`config.mk`:
```
export PLATFORM = sky130hd
export DESIGN_NAME = round_robin_quantum_scheduler_core_flat
export DESIGN_NICKNAME = d
export VERILOG_FILES = /design/src/rtl/core/rrqs_pkg.sv /design/src/rtl/core/rrqs_ifs.sv /design/src/rtl/core/rrqs_front.sv /design/src/rtl/core/rrqs_fifo.sv /design/src/rtl/core/rrqs_back.sv /design/src/rtl/core/round_robin_quantum_scheduler_core.sv /design/src/flat_wrapper.sv
export VERILOG_INCLUDE_DIRS = /design/src /design/src/rtl/core
export SDC_FILE = /design/constraint.sdc
export NUM_CORES = 2
export LEC_CHECK = 0
export ABC_CLOCK_PERIOD_IN_PS = 5900
export BUFFER_PORTS_ARGS = -buffer_cell sky130_fd_sc_hd__buf_2
export CAP_MARGIN = 20
export CORE_MARGIN = 1.5
export CORE_UTILIZATION = 62
export CTS_CLUSTER_SIZE = 10
export DETAILED_ROUTE_END_ITERATION = 8
export HOLD_SLACK_MARGIN = 0.12
export PLACE_DENSITY = 0.83
export SYNTH_ARGS = -nofsm -noshare
export SYNTH_HDL_FRONTEND = slang
export SYNTH_HIERARCHICAL = 1
export SYNTH_SLANG_ARGS = --single-unit
```
`constraint.sdc`:
```
create_clock -name clk -period 5.9 [get_ports clk]
set_clock_uncertainty 0.1 [all_clocks]
set_input_delay 0.295 -clock clk [delete_from_list [all_inputs] [get_ports clk]]
set_output_delay 0.295 -clock clk [all_outputs]
set_load 0.005 [all_outputs]
```
`src/rtl/core/round_robin_quantum_scheduler_core_macros.svh`:
```
// ---------------------------------------------------------------------------
// Assertion macros for the round robin quantum scheduler core
// ---------------------------------------------------------------------------
`ifndef ROUND_ROBIN_QUANTUM_SCHEDULER_CORE_MACROS_SVH
`define ROUND_ROBIN_QUANTUM_SCHEDULER_CORE_MACROS_SVH

// same-cycle implication
`define RRQS_ASSERT_IMPLY(lbl, ck, rs, ante, cons) \
  lbl: assert property (@(posedge ck) disable iff (rs) (ante) |-> (cons)) \
    else $error("rrqs assertion failed");

// next-cycle implication
`define RRQS_ASSERT_NEXT(lbl, ck, rs, ante, cons) \
  lbl: assert property (@(posedge ck) disable iff (rs) (ante) |=> (cons)) \
    else $error("rrqs assertion failed");

`endif

```
`src/rtl/core/rrqs_pkg.sv`:
```
// ---------------------------------------------------------------------------
// rrqs_pkg
// Types, codes and sizes shared by the round robin quantum scheduler.
// ---------------------------------------------------------------------------
package rrqs_pkg;

  localparam int SLOTS      = 16;
  localparam int SLOT_W     = $clog2(SLOTS);
  localparam int CNT_W      = $clog2(SLOTS + 1);
  localparam int TIME_W     = 16;
  localparam int KIND_W     = 3;
  localparam int SLOT_FW    = 4;
  localparam int BURST_W    = 4;
  localparam int IO_W       = 3;
  localparam int TQ_W       = 4;
  localparam int PC_W       = 5;
  localparam int DONE_W     = 5;
  localparam int CFG_IDX_W  = 2;
  localparam int CFG_DATA_W = 5;
  localparam int FIFO_DEPTH = 2;
  localparam int FIFO_AW    = $clog2(FIFO_DEPTH);

  localparam logic [TIME_W-1:0] TMAX     = {TIME_W{1'b1}};
  localparam logic [DONE_W-1:0] DONE_MAX = {DONE_W{1'b1}};
  localparam logic [TQ_W-1:0]   TQ_RESET = TQ_W'(3);
  localparam logic [PC_W-1:0]   PC_RESET = PC_W'(10);

  localparam logic [KIND_W-1:0] KIND_CREATE = KIND_W'(0);
  localparam logic [KIND_W-1:0] KIND_TICK   = KIND_W'(1);
  localparam logic [KIND_W-1:0] KIND_IO     = KIND_W'(2);
  localparam logic [KIND_W-1:0] KIND_EXIT   = KIND_W'(3);
  localparam logic [KIND_W-1:0] KIND_START  = KIND_W'(4);

  localparam logic [CFG_IDX_W-1:0] REG_TQ = CFG_IDX_W'(0);
  localparam logic [CFG_IDX_W-1:0] REG_PC = CFG_IDX_W'(1);

  typedef enum logic [1:0] {
    ST_READY = 2'd0,
    ST_RUN   = 2'd1,
    ST_SLEEP = 2'd2,
    ST_DONE  = 2'd3
  } status_t;

  typedef enum logic [2:0] {
    OP_CREATE = 3'd0,
    OP_TICK   = 3'd1,
    OP_IO     = 3'd2,
    OP_EXIT   = 3'd3,
    OP_START  = 3'd4,
    OP_NOP    = 3'd5
  } op_t;

  typedef struct packed {
    op_t                op;
    logic [SLOT_W-1:0]  slot;
    logic               inr;
    logic [BURST_W-1:0] burst;
    logic [IO_W-1:0]    io;
    logic               eni;
  } event_t;

  typedef struct packed {
    logic [TQ_W-1:0]  tq;
    logic [PC_W-1:0]  pc;
    logic [CNT_W-1:0] n;
  } cfg_t;

  typedef struct packed {
    status_t            status;
    logic [TQ_W-1:0]    q;
    logic [BURST_W-1:0] b;
    logic [IO_W-1:0]    s;
    logic [TIME_W-1:0]  rt;
    logic [TIME_W-1:0]  arr;
  } rec_t;

  typedef struct packed {
    logic               running_valid;
    logic [SLOT_FW-1:0] running_slot;
    logic               dispatched;
    logic               end_request;
    logic               finished_valid;
    logic [TIME_W-1:0]  finished_wait;
    logic [TIME_W-1:0]  finished_turnaround;
    logic [DONE_W-1:0]  finished_count;
    logic               all_done;
    logic [TIME_W-1:0]  now;
  } result_t;

endpackage

```
`src/rtl/core/rrqs_ifs.sv`:
```
// ---------------------------------------------------------------------------
// rrqs channel interfaces
// Event, result and configuration channels with valid/ready handshakes.
// ---------------------------------------------------------------------------
interface rrqs_evt_if;
  logic                         valid;
  logic                         ready;
  logic [rrqs_pkg::KIND_W-1:0]  kind;
  logic [rrqs_pkg::SLOT_FW-1:0] slot;
  logic [rrqs_pkg::BURST_W-1:0] burst;
  logic [rrqs_pkg::IO_W-1:0]    io_time;
  logic                         end_not_io;
  modport source (output valid, kind, slot, burst, io_time, end_not_io, input ready);
  modport sink (input valid, kind, slot, burst, io_time, end_not_io, output ready);
endinterface

interface rrqs_res_if;
  logic                         valid;
  logic                         ready;
  logic                         running_valid;
  logic [rrqs_pkg::SLOT_FW-1:0] running_slot;
  logic                         dispatched;
  logic                         end_request;
  logic                         finished_valid;
  logic [rrqs_pkg::TIME_W-1:0]  finished_wait;
  logic [rrqs_pkg::TIME_W-1:0]  finished_turnaround;
  logic [rrqs_pkg::DONE_W-1:0]  finished_count;
  logic                         all_done;
  logic [rrqs_pkg::TIME_W-1:0]  now;
  modport source (output valid, running_valid, running_slot, dispatched, end_request,
                  finished_valid, finished_wait, finished_turnaround, finished_count,
                  all_done, now, input ready);
  modport sink (input valid, running_valid, running_slot, dispatched, end_request,
                finished_valid, finished_wait, finished_turnaround, finished_count,
                all_done, now, output ready);
endinterface

interface rrqs_cfg_if;
  logic                            valid;
  logic                            ready;
  logic [rrqs_pkg::CFG_IDX_W-1:0]  index;
  logic [rrqs_pkg::CFG_DATA_W-1:0] data;
  modport source (output valid, index, data, input ready);
  modport sink (input valid, index, data, output ready);
endinterface

```
`src/rtl/core/rrqs_front.sv`:
```
// ---------------------------------------------------------------------------
// rrqs_front
// Accepts event transactions, decodes them and holds the configuration.
// ---------------------------------------------------------------------------
module rrqs_front (
  input  logic              clk,
  input  logic              rst,
  rrqs_evt_if.sink          evt,
  rrqs_cfg_if.sink          cfg,
  input  logic              full,
  output logic              push,
  output rrqs_pkg::event_t  push_data,
  output rrqs_pkg::cfg_t    cfg_o
);

  logic [rrqs_pkg::TQ_W-1:0] tq;
  logic [rrqs_pkg::PC_W-1:0] pc;
  logic [rrqs_pkg::CNT_W-1:0] n;

  assign cfg.ready = 1'b1;

  always_ff @(posedge clk) begin
    if (rst) begin
      tq <= rrqs_pkg::TQ_RESET;
      pc <= rrqs_pkg::PC_RESET;
    end else if (cfg.valid) begin
      case (cfg.index)
        rrqs_pkg::REG_TQ: tq <= cfg.data[rrqs_pkg::TQ_W-1:0];
        rrqs_pkg::REG_PC: pc <= cfg.data[rrqs_pkg::PC_W-1:0];
        default: ;
      endcase
    end
  end

  assign n = ({1'b0, pc} < (rrqs_pkg::PC_W + 1)'(rrqs_pkg::SLOTS)) ?
             rrqs_pkg::CNT_W'(pc) : rrqs_pkg::CNT_W'(rrqs_pkg::SLOTS);

  assign cfg_o.tq = tq;
  assign cfg_o.pc = pc;
  assign cfg_o.n  = n;

  assign evt.ready = !full;
  assign push      = evt.valid && !full;

  always_comb begin
    push_data.slot  = rrqs_pkg::SLOT_W'(evt.slot);
    push_data.inr   = rrqs_pkg::CNT_W'(evt.slot) < n;
    push_data.burst = evt.burst;
    push_data.io    = evt.io_time;
    push_data.eni   = evt.end_not_io;
    unique case (evt.kind)
      rrqs_pkg::KIND_CREATE: push_data.op = rrqs_pkg::OP_CREATE;
      rrqs_pkg::KIND_TICK:   push_data.op = rrqs_pkg::OP_TICK;
      rrqs_pkg::KIND_IO:     push_data.op = rrqs_pkg::OP_IO;
      rrqs_pkg::KIND_EXIT:   push_data.op = rrqs_pkg::OP_EXIT;
      rrqs_pkg::KIND_START:  push_data.op = rrqs_pkg::OP_START;
      default:               push_data.op = rrqs_pkg::OP_NOP;
    endcase
  end

endmodule

```
`src/rtl/core/rrqs_fifo.sv`:
```
// ---------------------------------------------------------------------------
// rrqs_fifo
// Short event queue between the decoder and the executor.
// ---------------------------------------------------------------------------
module rrqs_fifo (
  input  logic             clk,
  input  logic             rst,
  input  logic             push,
  input  rrqs_pkg::event_t din,
  output logic             full,
  input  logic             pop,
  output rrqs_pkg::event_t dout,
  output logic             empty
);

  rrqs_pkg::event_t entries [rrqs_pkg::FIFO_DEPTH];
  logic [rrqs_pkg::FIFO_AW-1:0] wp;
  logic [rrqs_pkg::FIFO_AW-1:0] rp;
  logic [rrqs_pkg::FIFO_AW:0]   cnt;

  assign full  = cnt == (rrqs_pkg::FIFO_AW + 1)'(rrqs_pkg::FIFO_DEPTH);
  assign empty = cnt == '0;
  assign dout  = entries[rp];

  always_ff @(posedge clk) begin
    if (push) begin
      entries[wp] <= din;
    end
  end

  always_ff @(posedge clk) begin
    if (rst) begin
      wp  <= '0;
      rp  <= '0;
      cnt <= '0;
    end else begin
      if (push) begin
        wp <= wp + 1'b1;
      end
      if (pop) begin
        rp <= rp + 1'b1;
      end
      case ({push, pop})
        2'b10:   cnt <= cnt + 1'b1;
        2'b01:   cnt <= cnt - 1'b1;
        default: ;
      endcase
    end
  end

endmodule

```
`src/rtl/core/rrqs_back.sv`:
```
// ---------------------------------------------------------------------------
// rrqs_back
// Executes events over the slot table and drives the result register.
// ---------------------------------------------------------------------------
`include "round_robin_quantum_scheduler_core_macros.svh"

module rrqs_back (
  input  logic             clk,
  input  logic             rst,
  input  logic             empty,
  input  rrqs_pkg::event_t head,
  output logic             pop,
  input  rrqs_pkg::cfg_t   cfg,
  rrqs_res_if.source       res
);

  typedef enum logic [15:0] {
    S_IDLE     = 16'h0001,
    S_EXEC     = 16'h0002,
    S_WALK_RD  = 16'h0004,
    S_WALK_WR  = 16'h0008,
    S_RUN_RD   = 16'h0010,
    S_RUN_WR   = 16'h0020,
    S_EXIT_RD  = 16'h0040,
    S_EXIT_WR  = 16'h0080,
    S_DSTART   = 16'h0100,
    S_MOD      = 16'h0200,
    S_FIND_RD  = 16'h0400,
    S_FIND_CHK = 16'h0800,
    S_CUR_RD   = 16'h1000,
    S_CUR_CHK  = 16'h2000,
    S_CLAIM    = 16'h4000,
    S_OUT      = 16'h8000
  } state_t;

  state_t state;

  rrqs_pkg::rec_t mem [rrqs_pkg::SLOTS];
  logic [rrqs_pkg::SLOTS-1:0] vld;
  rrqs_pkg::rec_t rdata;
  logic           rvld;
  rrqs_pkg::rec_t rd;
  rrqs_pkg::status_t st;

  logic                        we;
  logic [rrqs_pkg::SLOT_W-1:0] waddr;
  logic [rrqs_pkg::SLOT_W-1:0] raddr;
  rrqs_pkg::rec_t              wdata;

  rrqs_pkg::event_t              ev;
  logic                          cur_valid;
  logic [rrqs_pkg::SLOT_W-1:0]   cur;
  logic                          last_valid;
  logic [rrqs_pkg::SLOT_W-1:0]   last;
  logic [rrqs_pkg::TIME_W-1:0]   tick;
  logic [rrqs_pkg::DONE_W-1:0]   done;
  logic [rrqs_pkg::SLOT_W-1:0]   ptr;
  logic [rrqs_pkg::CNT_W-1:0]    cnt;
  logic [rrqs_pkg::CNT_W-1:0]    start;
  logic                          found;
  rrqs_pkg::rec_t                hold;
  logic                          disp;
  logic                          endreq;
  logic                          fin;
  logic [rrqs_pkg::TIME_W-1:0]   fwait;
  logic [rrqs_pkg::TIME_W-1:0]   fturn;

  logic              res_valid;
  rrqs_pkg::result_t res_q;
  logic              out_free;

  logic [rrqs_pkg::BURST_W-1:0] b_dec;
  logic [rrqs_pkg::TQ_W-1:0]    q_dec;
  logic [rrqs_pkg::IO_W-1:0]    s_dec;
  logic                         last_step;
  logic [rrqs_pkg::SLOT_W-1:0]  ptr_wrap;

  assign st = rvld ? rdata.status : rrqs_pkg::ST_DONE;

  always_comb begin
    rd        = rdata;
    rd.status = st;
  end

  assign b_dec = (rd.b != '0) ? rd.b - 1'b1 : '0;
  assign q_dec = (rd.q != '0) ? rd.q - 1'b1 : '0;
  assign s_dec = (rd.s != '0) ? rd.s - 1'b1 : '0;
  assign last_step = (cnt + rrqs_pkg::CNT_W'(1)) == cfg.n;
  assign ptr_wrap  = ((rrqs_pkg::CNT_W'(ptr) + rrqs_pkg::CNT_W'(1)) == cfg.n) ?
                     '0 : ptr + 1'b1;
  assign out_free  = !res_valid || res.ready;
  assign pop       = (state == S_IDLE) && !empty;

  always_comb begin
    unique case (state)
      S_RUN_RD, S_CUR_RD: raddr = cur;
      S_EXIT_RD:          raddr = ev.slot;
      default:            raddr = ptr;
    endcase
  end

  always_comb begin
    we    = 1'b0;
    waddr = ptr;
    wdata = rd;
    unique case (state)
      S_EXEC: begin
        if (ev.op == rrqs_pkg::OP_CREATE && ev.inr) begin
          we           = 1'b1;
          waddr        = ev.slot;
          wdata.status = rrqs_pkg::ST_READY;
          wdata.q      = cfg.tq;
          wdata.b      = ev.burst;
          wdata.s      = '0;
          wdata.rt     = '0;
          wdata.arr    = tick;
        end
      end
      S_WALK_WR: begin
        if (st == rrqs_pkg::ST_READY) begin
          we       = 1'b1;
          wdata.rt = (rd.rt != rrqs_pkg::TMAX) ? rd.rt + 1'b1 : rd.rt;
        end else if (st == rrqs_pkg::ST_SLEEP) begin
          we      = 1'b1;
          wdata.s = s_dec;
          if (s_dec == '0) begin
            wdata.status = rrqs_pkg::ST_READY;
            wdata.q      = cfg.tq;
          end
        end
      end
      S_RUN_WR: begin
        waddr = cur;
        if (st == rrqs_pkg::ST_RUN) begin
          we = 1'b1;
          if (ev.op == rrqs_pkg::OP_IO) begin
            wdata.status = rrqs_pkg::ST_SLEEP;
            wdata.s      = ev.io;
            wdata.b      = ev.burst;
          end else begin
            wdata.b = b_dec;
            wdata.q = q_dec;
            if (b_dec == '0) begin
              if (!ev.eni) begin
                wdata.status = rrqs_pkg::ST_SLEEP;
                wdata.s      = ev.io;
                wdata.b      = ev.burst;
              end
            end else if (q_dec == '0) begin
              wdata.status = rrqs_pkg::ST_READY;
              wdata.q      = cfg.tq;
            end
          end
        end
      end
      S_EXIT_WR: begin
        waddr = ev.slot;
        if (st != rrqs_pkg::ST_DONE) begin
          we           = 1'b1;
          wdata.status = rrqs_pkg::ST_DONE;
        end
      end
      S_CUR_CHK: begin
        waddr = cur;
        if (found && st == rrqs_pkg::ST_RUN) begin
          we           = 1'b1;
          wdata.status = rrqs_pkg::ST_READY;
        end
      end
      S_CLAIM: begin
        we           = 1'b1;
        wdata        = hold;
        wdata.status = rrqs_pkg::ST_RUN;
      end
      default: ;
    endcase
  end

  always_ff @(posedge clk) begin
    if (we) begin
      mem[waddr] <= wdata;
    end
    rdata <= mem[raddr];
    rvld  <= vld[raddr];
  end

  always_ff @(posedge clk) begin
    if (rst) begin
      vld <= '0;
    end else if (we) begin
      vld[waddr] <= 1'b1;
    end
  end

  always_ff @(posedge clk) begin
    if (rst) begin
      state      <= S_IDLE;
      cur_valid  <= 1'b0;
      last_valid <= 1'b0;
      tick       <= '0;
      done       <= '0;
      res_valid  <= 1'b0;
    end else begin
      if (res_valid && res.ready && state != S_OUT) begin
        res_valid <= 1'b0;
      end
      unique case (state)
        S_IDLE: begin
          if (!empty) begin
            ev     <= head;
            disp   <= 1'b0;
            endreq <= 1'b0;
            fin    <= 1'b0;
            fwait  <= '0;
            fturn  <= '0;
            state  <= S_EXEC;
          end
        end
        S_EXEC: begin
          ptr <= '0;
          cnt <= '0;
          unique case (ev.op)
            rrqs_pkg::OP_CREATE: begin
              if (ev.inr && cur_valid && cur == ev.slot) begin
                cur_valid <= 1'b0;
              end
              state <= S_OUT;
            end
            rrqs_pkg::OP_TICK: begin
              if (tick != rrqs_pkg::TMAX) begin
                tick <= tick + 1'b1;
              end
              if (cfg.n == '0) begin
                state <= cur_valid ? S_RUN_RD : S_DSTART;
              end else begin
                state <= S_WALK_RD;
              end
            end
            rrqs_pkg::OP_IO:    state <= cur_valid ? S_RUN_RD : S_OUT;
            rrqs_pkg::OP_EXIT:  state <= ev.inr ? S_EXIT_RD : S_OUT;
            rrqs_pkg::OP_START: state <= S_DSTART;
            default:            state <= S_OUT;
          endcase
        end
        S_WALK_RD: state <= S_WALK_WR;
        S_WALK_WR: begin
          ptr <= ptr + 1'b1;
          cnt <= cnt + 1'b1;
          if (last_step) begin
            state <= cur_valid ? S_RUN_RD : S_DSTART;
          end else begin
            state <= S_WALK_RD;
          end
        end
        S_RUN_RD: state <= S_RUN_WR;
        S_RUN_WR: begin
          if (st != rrqs_pkg::ST_RUN) begin
            state <= S_OUT;
          end else if (ev.op == rrqs_pkg::OP_IO) begin
            state <= S_DSTART;
          end else if (b_dec == '0) begin
            if (ev.eni) begin
              endreq <= 1'b1;
              state  <= S_OUT;
            end else begin
              state <= S_DSTART;
            end
          end else if (q_dec == '0) begin
            state <= S_DSTART;
          end else begin
            state <= S_OUT;
          end
        end
        S_EXIT_RD: state <= S_EXIT_WR;
        S_EXIT_WR: begin
          if (st != rrqs_pkg::ST_DONE) begin
            fin   <= 1'b1;
            fwait <= rd.rt;
            fturn <= tick - rd.arr;
            if (done != rrqs_pkg::DONE_MAX) begin
              done <= done + 1'b1;
            end
            if (cur_valid && cur == ev.slot) begin
              cur_valid <= 1'b0;
              state     <= S_DSTART;
            end else begin
              state <= S_OUT;
            end
          end else begin
            state <= S_OUT;
          end
        end
        S_DSTART: begin
          found <= 1'b0;
          cnt   <= '0;
          start <= last_valid ? rrqs_pkg::CNT_W'(last) + rrqs_pkg::CNT_W'(1) : '0;
          if (cfg.n == '0) begin
            state <= cur_valid ? S_CUR_RD : S_OUT;
          end else begin
            state <= S_MOD;
          end
        end
        S_MOD: begin
          if (start >= cfg.n) begin
            start <= start - cfg.n;
          end else begin
            ptr   <= start[rrqs_pkg::SLOT_W-1:0];
            state <= S_FIND_RD;
          end
        end
        S_FIND_RD: state <= S_FIND_CHK;
        S_FIND_CHK: begin
          if (st == rrqs_pkg::ST_READY) begin
            hold  <= rd;
            found <= 1'b1;
            state <= cur_valid ? S_CUR_RD : S_CLAIM;
          end else begin
            ptr <= ptr_wrap;
            cnt <= cnt + 1'b1;
            if (last_step) begin
              state <= cur_valid ? S_CUR_RD : S_OUT;
            end else begin
              state <= S_FIND_RD;
            end
          end
        end
        S_CUR_RD: state <= S_CUR_CHK;
        S_CUR_CHK: begin
          if (found) begin
            state <= S_CLAIM;
          end else begin
            if (st != rrqs_pkg::ST_RUN) begin
              cur_valid <= 1'b0;
            end
            state <= S_OUT;
          end
        end
        S_CLAIM: begin
          cur        <= ptr;
          cur_valid  <= 1'b1;
          last       <= ptr;
          last_valid <= 1'b1;
          disp       <= 1'b1;
          state      <= S_OUT;
        end
        S_OUT: begin
          if (out_free) begin
            res_valid <= 1'b1;
            state     <= S_IDLE;
          end
        end
        default: state <= S_IDLE;
      endcase
    end
  end

  always_ff @(posedge clk) begin
    if (state == S_OUT && out_free) begin
      res_q.running_valid       <= cur_valid;
      res_q.running_slot        <= cur_valid ? rrqs_pkg::SLOT_FW'(cur) : '0;
      res_q.dispatched          <= disp;
      res_q.end_request         <= endreq;
      res_q.finished_valid      <= fin;
      res_q.finished_wait       <= fwait;
      res_q.finished_turnaround <= fturn;
      res_q.finished_count      <= done;
      res_q.all_done            <= done == rrqs_pkg::DONE_W'(cfg.pc);
      res_q.now                 <= tick;
    end
  end

  assign res.valid               = res_valid;
  assign res.running_valid       = res_q.running_valid;
  assign res.running_slot        = res_q.running_slot;
  assign res.dispatched          = res_q.dispatched;
  assign res.end_request         = res_q.end_request;
  assign res.finished_valid      = res_q.finished_valid;
  assign res.finished_wait       = res_q.finished_wait;
  assign res.finished_turnaround = res_q.finished_turnaround;
  assign res.finished_count      = res_q.finished_count;
  assign res.all_done            = res_q.all_done;
  assign res.now                 = res_q.now;

  `RRQS_ASSERT_IMPLY(a_idle_slot_zero, clk, rst, res_valid && !res_q.running_valid, res_q.running_slot == '0)
  `RRQS_ASSERT_IMPLY(a_fin_stats_zero, clk, rst, res_valid && !res_q.finished_valid, res_q.finished_wait == '0 && res_q.finished_turnaround == '0)
  `RRQS_ASSERT_IMPLY(a_claim_found, clk, rst, state == S_CLAIM, found)
  `RRQS_ASSERT_NEXT(a_pop_exec, clk, rst, pop, state == S_EXEC)

endmodule

```
`src/rtl/core/round_robin_quantum_scheduler_core.sv`:
```
// The executor handles events one at a time; each slot visit is a read-modify-write
//   on the slot table, which has one read port and one write port.
// Reset: all slots done, no task running, tick and completion counts zero.
// ---------------------------------------------------------------------------
// round_robin_quantum_scheduler_core
// Round robin task scheduler with a time quantum over a table of task slots.
// ---------------------------------------------------------------------------
module round_robin_quantum_scheduler_core (
  input  logic       clk,
  input  logic       rst,
  rrqs_evt_if.sink   evt,
  rrqs_res_if.source res,
  rrqs_cfg_if.sink   cfg
);

  logic             push;
  logic             full;
  logic             pop;
  logic             empty;
  rrqs_pkg::event_t push_data;
  rrqs_pkg::event_t head;
  rrqs_pkg::cfg_t   cfg_q;

  rrqs_front u_front (
    .clk       (clk),
    .rst       (rst),
    .evt       (evt),
    .cfg       (cfg),
    .full      (full),
    .push      (push),
    .push_data (push_data),
    .cfg_o     (cfg_q)
  );

  rrqs_fifo u_fifo (
    .clk   (clk),
    .rst   (rst),
    .push  (push),
    .din   (push_data),
    .full  (full),
    .pop   (pop),
    .dout  (head),
    .empty (empty)
  );

  rrqs_back u_back (
    .clk   (clk),
    .rst   (rst),
    .empty (empty),
    .head  (head),
    .pop   (pop),
    .cfg   (cfg_q),
    .res   (res)
  );

endmodule
```
`src/flat_wrapper.sv`:
```
// flat-port wrapper written by rule: the top's interface ports become plain ports
module round_robin_quantum_scheduler_core_flat 
  (clk, rst, evt_valid, evt_kind, evt_slot, evt_burst, evt_io_time, evt_end_not_io, evt_ready, res_valid, res_running_valid, res_running_slot, res_dispatched, res_end_request, res_finished_valid, res_finished_wait, res_finished_turnaround, res_finished_count, res_all_done, res_now, res_ready, cfg_valid, cfg_index, cfg_data, cfg_ready);
  rrqs_evt_if evt_i ();
  rrqs_res_if res_i ();
  rrqs_cfg_if cfg_i ();
  input  logic clk;
  input  logic rst;
  input wire logic [$bits(evt_i.valid)-1:0] evt_valid;
  input wire logic [$bits(evt_i.kind)-1:0] evt_kind;
  input wire logic [$bits(evt_i.slot)-1:0] evt_slot;
  input wire logic [$bits(evt_i.burst)-1:0] evt_burst;
  input wire logic [$bits(evt_i.io_time)-1:0] evt_io_time;
  input wire logic [$bits(evt_i.end_not_io)-1:0] evt_end_not_io;
  output wire logic [$bits(evt_i.ready)-1:0] evt_ready;
  output wire logic [$bits(res_i.valid)-1:0] res_valid;
  output wire logic [$bits(res_i.running_valid)-1:0] res_running_valid;
  output wire logic [$bits(res_i.running_slot)-1:0] res_running_slot;
  output wire logic [$bits(res_i.dispatched)-1:0] res_dispatched;
  output wire logic [$bits(res_i.end_request)-1:0] res_end_request;
  output wire logic [$bits(res_i.finished_valid)-1:0] res_finished_valid;
  output wire logic [$bits(res_i.finished_wait)-1:0] res_finished_wait;
  output wire logic [$bits(res_i.finished_turnaround)-1:0] res_finished_turnaround;
  output wire logic [$bits(res_i.finished_count)-1:0] res_finished_count;
  output wire logic [$bits(res_i.all_done)-1:0] res_all_done;
  output wire logic [$bits(res_i.now)-1:0] res_now;
  input wire logic [$bits(res_i.ready)-1:0] res_ready;
  input wire logic [$bits(cfg_i.valid)-1:0] cfg_valid;
  input wire logic [$bits(cfg_i.index)-1:0] cfg_index;
  input wire logic [$bits(cfg_i.data)-1:0] cfg_data;
  output wire logic [$bits(cfg_i.ready)-1:0] cfg_ready;
  assign evt_i.valid = evt_valid;
  assign evt_i.kind = evt_kind;
  assign evt_i.slot = evt_slot;
  assign evt_i.burst = evt_burst;
  assign evt_i.io_time = evt_io_time;
  assign evt_i.end_not_io = evt_end_not_io;
  assign evt_ready = evt_i.ready;
  assign res_valid = res_i.valid;
  assign res_running_valid = res_i.running_valid;
  assign res_running_slot = res_i.running_slot;
  assign res_dispatched = res_i.dispatched;
  assign res_end_request = res_i.end_request;
  assign res_finished_valid = res_i.finished_valid;
  assign res_finished_wait = res_i.finished_wait;
  assign res_finished_turnaround = res_i.finished_turnaround;
  assign res_finished_count = res_i.finished_count;
  assign res_all_done = res_i.all_done;
  assign res_now = res_i.now;
  assign res_i.ready = res_ready;
  assign cfg_i.valid = cfg_valid;
  assign cfg_i.index = cfg_index;
  assign cfg_i.data = cfg_data;
  assign cfg_ready = cfg_i.ready;
  round_robin_quantum_scheduler_core u_core (.clk(clk), .rst(rst), .evt(evt_i), .res(res_i), .cfg(cfg_i));
endmodule
```
==> flow_summary.toml <==
[drt]
drc = 0
vias_per_cell = 6.60
vias = 28500
wl_per_cell_um = 24.9
final_antenna_net_count = 0
drt_iter0_markers = 3961
first_pass_iters = 6
wirelength_um = 107000

[finish]
nets = 3352
fillers = 4244
layout-drive-gt1-share_pct = 10.8
syn_to_final_growth_pct = 12.5
finalInstanceArea_mm2 = 0.0485

[worst_hold_path]
hp-class = "input port to register"

[setup_path]
end_kind = "register"
cp_max_fo = 17
crit_type = "register to register"
crit_arrival_ps = 4970
start_kind = "register"
required_ps = 6160

[die]
die_x_um = 267
num_io_pins = 92
core_mm2 = 0.0687
rows = 96
start_util_pct = 62.7
dieArea_mm2 = 0.0711
die_height_um = 267

[run_status]
status = "finished clean"

[placed_design]
routabilityCongestion = 0.944
dp.final_hpwl_um = 60500
io_buffers = 90
place_area_mm2 = 0.0448

[power_and_ir_drop]
pwr-share-comb_pct = 6.4
internal-power_mw = 12.4
clkPwrFrac_pct = 40.0
switching_power_mw = 3.58
p_per_area_mw_per_mm2 = 330
ir_drop_mv = 0.243
seqPwrFrac_pct = 53.6
p_leak_nw = 16.8
p_sw_share_pct = 22.4

[sta]
slew_headroom_pct = 24.1
fmax_mhz = 212
fin_crit_sh_pct = 79.9
worst_pin_slew_ps = 1140
fin_crit_ps = 4710
setup_viol = 0
hold_viol_final = 0
drv_slew = 0
rsz0062_at_grt = "no"
fin_setup_tns_ps = 0

[clock_network]
numCtsBuffers = 115
ctsResizeCount = 0
root_buffer = "clkbuf_16"
clkLatencyLatePin_ps = 690
cts_max_level = 3
clock_path_buffers = 3
cts_hold_buf = 31
path_clk_slew_ps = 60
postCtsSetupBuffers = 0
cts_tree = "yes"
cts.sinks = 1043

[global_route]
grt_pass1_wl_um = 163000
grt_usage_pct = 30.3
grt.overflow.total = 0
grt_max_degree = 186
antenna_found_initial = 0
grt_pass1_vias = 28100

[synth]
syn_area_mm2 = 0.0431
synth.most_common_cell = "edfxtp_1"
yosysTopAreaCell = "edfxtp_1"
yosysSeqAreaShare_pct = 70.0
postSynthCellCount = 3189
syn_avg_cell_area_um2 = 13.5
yosys_warnings = 6
synthDistinctLibCells = 82
async_flop_share_pct = 0
synthTopCellsByCount = "edfxtp_1 (927), nand2_1 (452), and3_1 (207)"
synthesis.nets = 3250
yosys_most_used_dff = "edfxtp_1"
synth_edf_count = 927
ys_ff_latch = 1043
netlist.area_leader.share_pct = 64.6
synth.area.top_cells = "edfxtp_1 (65%), dfxtp_1 (5.4%), nand2_1 (3.9%)"

[job]
drv_cap = 0
-- registers in the layout, summed over array words and instances, names as in the netlist, 32 cells and up, named ones only --
signal                 count
u_core/u_back/hold        43
u_core/u_fifo/entries     32
u_core/u_back/mem        720
u_core/u_back/rd          43
-- cells by family (layout without fill, tap and decap cells) --
group           after synthesis  after routing  synth area share, %
xor+xnor                     58             58                 1.18
other cells                   1              2              0.00870
mux                         173            173                 4.07
fa+ha+maj                    34             34                 1.02
simple gates                990            990                 11.2
buf+inv                     288            480                 2.77
flops                      1043           1043                 70.0
compound gates              602            602                 9.71
-- layout by cell type, fill, tap and decap left out, types with 10 or more instances in the layout --
cell type,netlist,layout
buf_4,14,57
o21a_1,15,14
a21o_1,12,12
a21oi_1,49,49
nor2b_1,15,14
nand2_1,452,449
clkbuf_16,0,116
and3_1,207,207
a22oi_1,11,11
edfxtp_1,927,927
a211oi_1,185,185
nand2b_1,16,16
dlygate4sd3_1,0,31
mux2i_1,157,157
xor2_1,27,27
nor2_1,124,110
nand4_1,10,10
o21ai_0,55,55
inv_1,73,73
xnor2_1,31,31
ha_1,32,32
nor4_1,14,13
or3_1,11,11
a31oi_1,189,189
nor3_1,28,28
buf_12,0,22
mux2_2,16,16
dfxtp_1,116,116
buf_2,41,90
clkbuf_1,149,83
a222oi_1,22,22
nand3_1,36,36
and2_1,13,12
nor2_4,0,17
-- stage by stage --
stage	worst slack [ps]	cells	power (mW)	hold WS, ps	utilization [%]
2_1_floorplan	915	3189	9.26	264	-
5_1_grt	1100	4312	16.4	250	70.6
3_5_place_dp	1370	4071	9.66	305	65.2
6_report	1190	4313	16.0	256	70.6
3_3_place_gp	1440	4069	9.60	301	65.2
4_1_cts	1370	4309	16.0	227	70.5
-- path summary, 6_finish.rpt --
check	start	to	slack, ps	cells after the start
setup / recovery	u_core/u_back/state[4]	u_core/u_back/mem[7][38]	1190	10
hold / removal	evt_burst[1]	u_core/u_fifo/entries[1][5]	260	2
setup reg to reg	u_core/u_back/state[4]	u_core/u_back/mem[7][38]	1190	10
hold reg to reg	u_core/u_back/fturn[5]	u_core/u_back/res.finished_turnaround[5]	320	0
-- cell type report --
cell class,instances,area (um2),share of cell area [%]
flip-flops and latches,1043,30200,62.2
multi-input cells,1858,11900,24.6
clock buffers,201,3240,6.69
repair buffers,200,1630,3.36
well taps,931,1160,2.40
inverters,73,274,0.565
clock inverters,6,80.1,0.165
diodes,1,2.50,0.00516
-- power by group through the flow --
stage               combinational, mW  sequential [mW]  clock (mW)
floorplan                       0.645             8.62           0
global placement                0.914             8.69           0
detailed placement              0.959             8.70           0
CTS                             0.983             8.55        6.45
global route                     1.09             8.57        6.74
finish                           1.03             8.56        6.39
-- routing by layer --
metal	track usage, %	wire length, um	share of wire [%]
met1	40.3	39900	37
met2	48.8	51500	48
met3	5.57	11400	11
met4	13.9	4510	4.2
met5	0	0	0
-- critical path, stage by stage (launching register included) --
cell and delay (ps):
dfxtp_1 420, or4_1 800, nor4_4 770, mux2i_1 160, buf_4 250, nand2_1 80
a22oi_1 160, nor2_1 200, nand2_1 290, nor2_4 790, buf_4 360
(Power assumes the default switching activity.)
